[src/hdl/acfp_pkg.sv]
// Package for the ASCII CAN frame text parser.
// Holds the result record type, character codes, payload limits and hex decode.
// No dependencies.
`timescale 1ns / 1ps

package acfp_pkg;

  localparam logic [7:0] CHAR_HASH = 8'h23;
  localparam logic [7:0] CHAR_DOT  = 8'h2E;
  localparam logic [7:0] CHAR_R_UC = 8'h52;
  localparam logic [7:0] CHAR_R_LC = 8'h72;

  localparam logic [6:0] MAX_CLASSIC_BYTES = 7'd8;
  localparam logic [6:0] MAX_FD_BYTES      = 7'd64;

  localparam logic [1:0] ST_CLASSIC_OK = 2'd0;
  localparam logic [1:0] ST_FD_OK      = 2'd1;
  localparam logic [1:0] ST_BAD        = 2'd2;

  localparam logic KIND_BYTE    = 1'b0;
  localparam logic KIND_SUMMARY = 1'b1;

  localparam int unsigned TDATA_W = 64;

  typedef struct packed {
    logic        result_kind;
    logic [5:0]  byte_index;
    logic [7:0]  byte_value;
    logic [31:0] can_id_word;
    logic [3:0]  fd_flags;
    logic [6:0]  data_len;
    logic [1:0]  status;
    logic        run_last;
  } acfp_rec_t;

  // bit 4 set: not a hex digit
  function automatic logic [4:0] acfp_hex(input logic [7:0] c);
    logic [4:0] r;
    r = 5'h10;
    if (c >= 8'h30 && c <= 8'h39) begin
      r = {1'b0, c[3:0]};
    end else if ((c >= 8'h41 && c <= 8'h46) || (c >= 8'h61 && c <= 8'h66)) begin
      r = {1'b0, 4'(c[3:0] + 4'd9)};
    end
    return r;
  endfunction

endpackage

[src/hdl/acfp_parser.sv]
// Character-step parser: frame state registers and the per-character update.
// Produces up to two result records per character. Depends on acfp_pkg.
`timescale 1ns / 1ps

module acfp_parser (
  input  logic              clk_i,
  input  logic              rst_ni,
  input  logic              step_i,
  input  logic [7:0]        char_i,
  input  logic              eot_i,
  output acfp_pkg::acfp_rec_t rec0_o,
  output acfp_pkg::acfp_rec_t rec1_o,
  output logic [1:0]        push_cnt_o
);
  import acfp_pkg::*;

  localparam logic [3:0] PH_ID     = 4'd0;
  localparam logic [3:0] PH_DELIM  = 4'd1;
  localparam logic [3:0] PH_RLEN   = 4'd2;
  localparam logic [3:0] PH_RDONE  = 4'd3;
  localparam logic [3:0] PH_FLAGS  = 4'd4;
  localparam logic [3:0] PH_HI     = 4'd5;
  localparam logic [3:0] PH_HI_DOT = 4'd6;
  localparam logic [3:0] PH_LO     = 4'd7;
  localparam logic [3:0] PH_FULL   = 4'd8;
  localparam logic [3:0] PH_BAD    = 4'd9;

  logic [3:0]  phase_q, phase_d;
  logic [3:0]  char_count_q, char_count_d;
  logic [31:0] id_accum_q, id_accum_d;
  logic [3:0]  flag_nibble_q, flag_nibble_d;
  logic [6:0]  byte_count_q, byte_count_d;
  logic [3:0]  high_nibble_q, high_nibble_d;
  logic        is_fd_q, is_fd_d;
  logic [3:0]  remote_len_q, remote_len_d;

  logic [4:0]  hex;
  logic        is_hex;
  logic [3:0]  nib;
  logic [6:0]  limit;
  logic        byte_v;
  logic        sum_ok;
  acfp_rec_t   byte_rec;
  acfp_rec_t   sum_rec;

  assign hex    = acfp_hex(char_i);
  assign is_hex = ~hex[4];
  assign nib    = hex[3:0];
  assign limit  = is_fd_q ? MAX_FD_BYTES : MAX_CLASSIC_BYTES;

  always_comb begin
    phase_d       = phase_q;
    char_count_d  = char_count_q;
    id_accum_d    = id_accum_q;
    flag_nibble_d = flag_nibble_q;
    byte_count_d  = byte_count_q;
    high_nibble_d = high_nibble_q;
    is_fd_d       = is_fd_q;
    remote_len_d  = remote_len_q;
    byte_v        = 1'b0;
    byte_rec      = '0;
    byte_rec.result_kind = KIND_BYTE;
    byte_rec.byte_index  = byte_count_q[5:0];
    byte_rec.byte_value  = {high_nibble_q, nib};
    byte_rec.run_last    = ~eot_i;

    unique case (phase_q)
      PH_ID: begin
        if (char_count_q != 4'd15) begin
          char_count_d = char_count_q + 4'd1;
        end
        if ((char_count_q == 4'd3 || char_count_q == 4'd8) && char_i == CHAR_HASH) begin
          if (char_count_q == 4'd8 && !id_accum_q[29]) begin
            id_accum_d[31] = 1'b1;
          end
          phase_d = PH_DELIM;
        end else if (char_count_q < 4'd8 && is_hex) begin
          id_accum_d = {id_accum_q[27:0], nib};
        end else begin
          phase_d = PH_BAD;
        end
      end
      PH_DELIM: begin
        if (char_i == CHAR_R_UC || char_i == CHAR_R_LC) begin
          id_accum_d[30] = 1'b1;
          phase_d        = PH_RLEN;
        end else if (char_i == CHAR_HASH) begin
          is_fd_d = 1'b1;
          phase_d = PH_FLAGS;
        end else if (char_i == CHAR_DOT) begin
          phase_d = PH_HI_DOT;
        end else if (!is_hex) begin
          phase_d = PH_BAD;
        end else begin
          high_nibble_d = nib;
          phase_d       = PH_LO;
        end
      end
      PH_RLEN: begin
        if (is_hex && nib <= 4'd8) begin
          remote_len_d = nib;
        end
        phase_d = PH_RDONE;
      end
      PH_FLAGS: begin
        if (!is_hex) begin
          phase_d = PH_BAD;
        end else begin
          flag_nibble_d = nib;
          phase_d       = PH_HI;
        end
      end
      PH_HI: begin
        if (char_i == CHAR_DOT) begin
          phase_d = PH_HI_DOT;
        end else if (!is_hex) begin
          phase_d = PH_BAD;
        end else begin
          high_nibble_d = nib;
          phase_d       = PH_LO;
        end
      end
      PH_HI_DOT: begin
        if (!is_hex) begin
          phase_d = PH_BAD;
        end else begin
          high_nibble_d = nib;
          phase_d       = PH_LO;
        end
      end
      PH_LO: begin
        if (!is_hex) begin
          phase_d = PH_BAD;
        end else begin
          byte_v       = 1'b1;
          byte_count_d = byte_count_q + 7'd1;
          phase_d      = (byte_count_d >= limit) ? PH_FULL : PH_HI;
        end
      end
      default: begin
      end
    endcase
  end

  assign sum_ok = (phase_d == PH_DELIM) || (phase_d == PH_RLEN) || (phase_d == PH_RDONE) ||
                  (phase_d == PH_HI) || (phase_d == PH_HI_DOT) || (phase_d == PH_FULL);

  always_comb begin
    sum_rec             = '0;
    sum_rec.result_kind = KIND_SUMMARY;
    sum_rec.run_last    = 1'b1;
    sum_rec.status      = ST_BAD;
    if (sum_ok) begin
      sum_rec.can_id_word = id_accum_d;
      if (id_accum_d[30] && !is_fd_d) begin
        sum_rec.data_len = {3'd0, remote_len_d};
        sum_rec.status   = ST_CLASSIC_OK;
      end else begin
        sum_rec.data_len = byte_count_d;
        sum_rec.fd_flags = is_fd_d ? flag_nibble_d : 4'd0;
        sum_rec.status   = is_fd_d ? ST_FD_OK : ST_CLASSIC_OK;
      end
    end
  end

  assign rec0_o     = byte_v ? byte_rec : sum_rec;
  assign rec1_o     = sum_rec;
  assign push_cnt_o = step_i ? ({1'b0, byte_v} + {1'b0, eot_i}) : 2'd0;

  always_ff @(posedge clk_i or negedge rst_ni) begin
    if (!rst_ni) begin
      phase_q       <= PH_ID;
      char_count_q  <= '0;
      id_accum_q    <= '0;
      flag_nibble_q <= '0;
      byte_count_q  <= '0;
      high_nibble_q <= '0;
      is_fd_q       <= 1'b0;
      remote_len_q  <= '0;
    end else if (step_i) begin
      if (eot_i) begin
        phase_q       <= PH_ID;
        char_count_q  <= '0;
        id_accum_q    <= '0;
        flag_nibble_q <= '0;
        byte_count_q  <= '0;
        high_nibble_q <= '0;
        is_fd_q       <= 1'b0;
        remote_len_q  <= '0;
      end else begin
        phase_q       <= phase_d;
        char_count_q  <= char_count_d;
        id_accum_q    <= id_accum_d;
        flag_nibble_q <= flag_nibble_d;
        byte_count_q  <= byte_count_d;
        high_nibble_q <= high_nibble_d;
        is_fd_q       <= is_fd_d;
        remote_len_q  <= remote_len_d;
      end
    end
  end

endmodule

[src/hdl/acfp_out_fifo.sv]
// Four-entry result queue taking up to two records per cycle, one out per cycle
// while ready_i is high. Depends on acfp_pkg.
`timescale 1ns / 1ps

module acfp_out_fifo (
  input  logic                clk_i,
  input  logic                rst_ni,
  input  acfp_pkg::acfp_rec_t rec0_i,
  input  acfp_pkg::acfp_rec_t rec1_i,
  input  logic [1:0]          push_cnt_i,
  output logic                room2_o,
  output logic                valid_o,
  input  logic                ready_i,
  output acfp_pkg::acfp_rec_t head_o
);
  import acfp_pkg::*;

  localparam int unsigned Depth = 4;
  localparam int unsigned PtrW  = $clog2(Depth);

  acfp_rec_t           mem_q [Depth];
  logic [PtrW-1:0]     wr_ptr_q, rd_ptr_q;
  logic [PtrW:0]       count_q;
  logic                pop;
  logic [PtrW-1:0]     wr_ptr1;

  assign pop     = valid_o && ready_i;
  assign valid_o = (count_q != '0);
  assign head_o  = mem_q[rd_ptr_q];
  assign room2_o = (count_q <= (PtrW+1)'(Depth - 2));
  assign wr_ptr1 = wr_ptr_q + PtrW'(1);

  always_ff @(posedge clk_i) begin
    if (push_cnt_i != 2'd0) begin
      mem_q[wr_ptr_q] <= rec0_i;
    end
    if (push_cnt_i == 2'd2) begin
      mem_q[wr_ptr1] <= rec1_i;
    end
  end

  always_ff @(posedge clk_i or negedge rst_ni) begin
    if (!rst_ni) begin
      wr_ptr_q <= '0;
      rd_ptr_q <= '0;
      count_q  <= '0;
    end else begin
      wr_ptr_q <= wr_ptr_q + PtrW'(push_cnt_i);
      if (pop) begin
        rd_ptr_q <= rd_ptr_q + PtrW'(1);
      end
      count_q <= count_q + (PtrW+1)'(push_cnt_i) - (PtrW+1)'(pop);
    end
  end

endmodule

[src/hdl/ascii_can_frame_parser_top.sv]
// Top level of the ASCII CAN frame text parser: stream ports, parser and result queue.
// Depends on acfp_pkg, acfp_parser and acfp_out_fifo.
//
// One text character is taken per transfer (tlast marks the end of the text), and a new
// character is accepted every cycle while the four-entry result queue has room for two
// records. Each completed data byte enters the queue as a byte record when its second
// nibble is taken; the last character also yields a summary record with the id word,
// length, FD flags and status. A character that both completes a byte and ends the text
// yields two records, drained one per cycle while m_axis_tready is high. After a
// summary with bad-format status, the byte records of that frame are to be discarded.
`timescale 1ns / 1ps

module ascii_can_frame_parser_top (
  input  logic        clk_i,
  input  logic        rst_ni,
  input  logic        s_axis_tvalid,
  output logic        s_axis_tready,
  input  logic [7:0]  s_axis_tdata,   // [7:0] char_code
  input  logic        s_axis_tlast,   // end_of_text
  output logic        m_axis_tvalid,
  input  logic        m_axis_tready,
  output logic [63:0] m_axis_tdata,   // byte_index, byte_value, can_id_word, fd_flags,
                                      // data_len, status, zero fill
  output logic [0:0]  m_axis_tuser,   // result_kind
  output logic        m_axis_tlast    // run_last
);
  import acfp_pkg::*;

  acfp_rec_t  rec0, rec1, head;
  logic [1:0] push_cnt;
  logic       room2;
  logic       step;

  assign s_axis_tready = room2;
  assign step          = s_axis_tvalid && room2;

  acfp_parser u_parser (
    .clk_i      (clk_i),
    .rst_ni     (rst_ni),
    .step_i     (step),
    .char_i     (s_axis_tdata),
    .eot_i      (s_axis_tlast),
    .rec0_o     (rec0),
    .rec1_o     (rec1),
    .push_cnt_o (push_cnt)
  );

  acfp_out_fifo u_out_fifo (
    .clk_i      (clk_i),
    .rst_ni     (rst_ni),
    .rec0_i     (rec0),
    .rec1_i     (rec1),
    .push_cnt_i (push_cnt),
    .room2_o    (room2),
    .valid_o    (m_axis_tvalid),
    .ready_i    (m_axis_tready),
    .head_o     (head)
  );

  assign m_axis_tdata = {5'd0, head.status, head.data_len, head.fd_flags,
                         head.can_id_word, head.byte_value, head.byte_index};
  assign m_axis_tuser = head.result_kind;
  assign m_axis_tlast = head.run_last;

endmodule

[config.mk]
export PLATFORM = sky130hd
export DESIGN_NAME = ascii_can_frame_parser_top
export DESIGN_NICKNAME = d
export VERILOG_FILES = /design/src/hdl/acfp_pkg.sv /design/src/hdl/acfp_parser.sv /design/src/hdl/acfp_out_fifo.sv /design/src/hdl/ascii_can_frame_parser_top.sv
export SDC_FILE = /design/constraint.sdc
export NUM_CORES = 1
export LEC_CHECK = 0
export ABC_AREA = 1
export BUFFER_PORTS_ARGS = -buffer_cell sky130_fd_sc_hd__buf_2
export CORE_ASPECT_RATIO = 0.9
export CORE_MARGIN = 2
export CORE_UTILIZATION = 55
export CTS_CLUSTER_DIAMETER = 100
export DETAILED_ROUTE_END_ITERATION = 10
export PLACE_DENSITY = 0.73
export SLEW_MARGIN = 5
export SYNTH_ARGS = -nofsm -noshare
export SYNTH_HDL_FRONTEND = slang
export SYNTH_SLANG_ARGS = --single-unit
[constraint.sdc]
create_clock -name clk_i -period 5.1 [get_ports clk_i]
set_clock_uncertainty 0.2 [all_clocks]
set_input_delay 0.51 -clock clk_i [delete_from_list [all_inputs] [get_ports clk_i]]
set_output_delay 0.51 -clock clk_i [all_outputs]
set_load 0.01 [all_outputs]
==> impl_metrics.csv <==
group,metric,value,unit
worst_hold_path,min_path_type,"in -> reg",
layout,area_growth,12.7,%
worst_setup_path,critPathKind,"in -> reg",
pwr,vdd_ir_drop_max,0.722,mV
global_routing,antenna_found_initial,0,
cts,cts_buffer_depth,3,
outcome,status,"completed",
worst_setup_path,cp_slowest_cell,"nor3_1",
cts,ctsResizeCount,0,
route,wirelength,36500,um
sta,min_period_over_period,0.783,
pwr,power_frac_seq,0.332,
floorplan,pin_count,81,
placed_design,gp_congestion,0.871,
layout,n_fill_cell,2192,
worst_setup_path,arrival,4.00,ns
layout,diodes,0,
placed_design,placed_cell_area,0.0152,mm2
worst_setup_path,cpMostUsedCell,"nor2_1",
sta,hold_viol,0,
route,drc,0,
layout,final_cell_count_no_fill,2021,
route,num_vias,11500,
route,drt_iter0_drc,1137,
logic_synthesis,synthCells,1599,
route,postRouteAntennaNets,0,
placed_design,hpwlAfterDp,23400,um
route,wire_per_inst,18.1,um
floorplan,die_x,176,um
cts,cts-buffers-inserted,34,
sta,setup_viol,0,
sta,worst_pin_slew,1.03,ns
logic_synthesis,synthArstFlopShare,0.215,
cts,cts_setup_buffers,0,
layout,fin_area,0.0164,mm2
layout,drive_gt1_frac,0.152,
global_routing,grt_pass1_wl,57400,um
worst_setup_path,critPathLaunchType,"primary input",
sta,slew-limit-headroom,0.312,
logic_synthesis,synth-seq-cells,311,
pwr,power.switching,4.06,mW
placed_design,port_buffers,75,
cts,path_clk_slew,0.06,ns
worst_hold_path,hold_start,"m_axis_tready",
floorplan,rows,56,
logic_synthesis,synth.distinct_cells,41,
pwr,finalPower,9.78,mW
logic_synthesis,syn_area,0.0146,mm2
placed_design,dp_cells,1958,
worst_setup_path,crit_required,5.11,ns
cts,clock_latency,0.52,ns
global_routing,grt_pass1_vias,10800,
global_routing,grt_max_degree,67,
worst_setup_path,cp-end-kind,"flop",
worst_hold_path,worstHoldPathCells,4,
worst_setup_path,worstPathCellList,"buf_2 > inv_1 > ha_1 > nand3b_1 > nand3_1 > nand2_2 > nand2_1 > nor2_1 > ha_1 > inv_1 > nor2_1 > nor2_1 > nor3_1 > nor2_1 > buf_4 > inv_2 > buf_12",
pwr,pwr-share-comb,0.400,
global_routing,grt-ovfl-total,0,
sta,fin_crit,3.99,ns
worst_setup_path,worstPathMaxFanout,28,
logic_synthesis,synth_edf_count,180,
sta,drv_slew,0,
pwr,swShare,0.415,
logic_synthesis,seq_area_frac_synth,0.573,
route,drt-pass1-iter-count,5,
layout,finish.utilization,0.630,
cts,cts_sinks,311,
pwr,powerDensity,595,mW/mm2
worst_setup_path,cp.buffers_inverters,6,
worst_setup_path,crit_start,"s_axis_tdata[0]",
layout,num-nets-final,1675,
logic_synthesis,avgSynthCellArea,9.12,um2
route,via_per_inst,5.68,
floorplan,die_h,158,um
cts,htree_levels,2,
pwr,p_clk_frac,0.268,
logic_synthesis,synth_flop_cell,"edfxtp_1",
worst_setup_path,max_stage_delay,0.50,ns
logic_synthesis,yosysWarningCount,0,
sta,setup_tns,0,ns
cts,ctsRootBufferMaster,"clkbuf_16",
floorplan,dieArea,0.0278,mm2
run,cap_violations,0,
cts,cts_tree,"yes",
floorplan,start_util,0.559,
worst_setup_path,critPathTopFamily,"simple AND/OR/NAND/NOR gates",
sta,max_freq,250,MHz
sta,rsz0062_at_grt,"false",
pwr,power_leakage,6.79,nW
worst_setup_path,crit-reg2reg-launch,"u_parser.byte_count_q[1]",
pwr,p_int,5.72,mW
global_routing,grt_usage,0.265,
worst_setup_path,worstRegToRegCells,19,
cts,ctsHoldBuffers,1,
worst_setup_path,cp_num_cells,17,
floorplan,coreArea,0.0261,mm2
-- final timing paths --
path                                                 to  slack [ns]
worst min register to register  u_out_fifo.mem_q[1][50]        0.25
worst max-delay path            u_out_fifo.mem_q[2][15]        1.11
min in group asynchronous        u_parser.id_accum_q[8]        0.37
worst min-delay path             u_out_fifo.rd_ptr_q[1]        0.22
max in group asynchronous        u_out_fifo.rd_ptr_q[0]        3.31
worst max register to register  u_out_fifo.mem_q[2][33]        1.28
-- power groups by stage --
| stage | registers [mW] | logic (mW) | clock network (mW) |
|---|---|---|---|
| after floorplan | 3.15 | 3.01 | 0 |
| after global placement | 3.29 | 3.81 | 0 |
| after detailed placement | 3.30 | 3.86 | 0 |
| after CTS | 3.24 | 3.88 | 2.64 |
| after global routing | 3.29 | 4.29 | 2.72 |
| final | 3.25 | 3.91 | 2.62 |
-- worst reg2reg max path: cells and delay by family (launching register included) --
family,cells,cell delay [ns]
simple gates,14,1.73
buf+inv,2,0.59
fa+ha+maj,2,0.52
flops,1,0.41
xor+xnor,1,0.20
-- synth_stat cells, drive strengths merged (2+ instances only) --
library cell  count  share of area
dfrtp            67           0.11
nor2            350          0.096
buf              20          0.012
a21boi            2         0.0010
nand3            24         0.0089
nand2           244          0.081
a21oi            17         0.0063
nor3              8         0.0027
o22ai           103          0.044
xor2             11         0.0066
ha               14          0.012
edfxtp          180           0.37
dfxtp            64          0.088
nand4            11         0.0047
or2               4         0.0017
o21ai           246          0.085
inv             152          0.039
clkbuf           73          0.019
-- layout make-up --
cell class,instances,area (um2),area share
clock buffers,44,961,0.0585
clock inverters,18,248,0.0151
inverters,152,577,0.0351
multi-input cells,1047,5250,0.319
flip-flops and latches,311,8370,0.509
well taps,348,435,0.0265
repair buffers,101,598,0.0364
-- kinds of logic (layout without fill, tap and decap cells) --
| group | after synthesis | count (layout) | synth area share |
|---|---|---|---|
| AND/OR/NAND/NOR | 643 | 643 | 0.196 |
| AO/OA/AOI/OAI | 372 | 372 | 0.139 |
| flip-flops | 311 | 311 | 0.573 |
| buffers and inverters | 245 | 315 | 0.0704 |
| adder cells (fa/ha/maj) | 15 | 15 | 0.0134 |
| XOR/XNOR | 12 | 12 | 0.00721 |
| other | 1 | 5 | 0.000257 |
-- placed cells by master (no fill, tap or decap), drive strengths merged --
cell type and n:
nor2 350, o21ai 246, nand2 244, edfxtp 180, inv 150, o22ai 103, buf 100, dfrtp 67
dfxtp 64, clkbuf 44, nand3 24, a21oi 17, ha 14, clkinv 13, xor2 11, nand4 11
nor3 8, conb 5, bufinv 5, or2 4, a21boi 2, clkinvlp 2, nand3b 1, a31oi 1
o211ai 1, or4 1, xnor2 1, a22o 1, a32o 1, fa 1, dlygate4sd3 1
-- layer usage --
| layer | part of all wire | vias to the layer above | global-route usage |
|---|---|---|---|
| li1 | - | 5435 | - |
| met1 | 0.43 | 5478 | 0.371 |
| met2 | 0.44 | 497 | 0.408 |
| met3 | 0.093 | 74 | 0.0552 |
| met4 | 0.030 | 2 | 0.0972 |
| met5 | 0.0014 | - | 0.0145 |
-- sequential cells by signal (all words and copies together) (netlist names) --
name,cells
u_parser.flag_nibble_q,4
u_parser.remote_len_q,4
u_out_fifo.rd_ptr_q,2
u_out_fifo.mem_q,244
u_out_fifo.wr_ptr_q,2
u_out_fifo.count_q,3
u_parser.char_count_q,4
u_parser.id_accum_q,32
u_parser.high_nibble_q,4
u_parser.byte_count_q,7
u_parser.phase_q,4
u_parser.is_fd_q,1
-- metrics by stage --
stage,setup WS [ns],hold WS (ns)
floorplan,0.764,0.0144
global placement,0.778,0.234
detailed placement,0.663,0.240
CTS,1.20,0.213
global route,0.741,0.257
finish,1.11,0.223
Note: power is estimated with default switching activity, not from simulation.
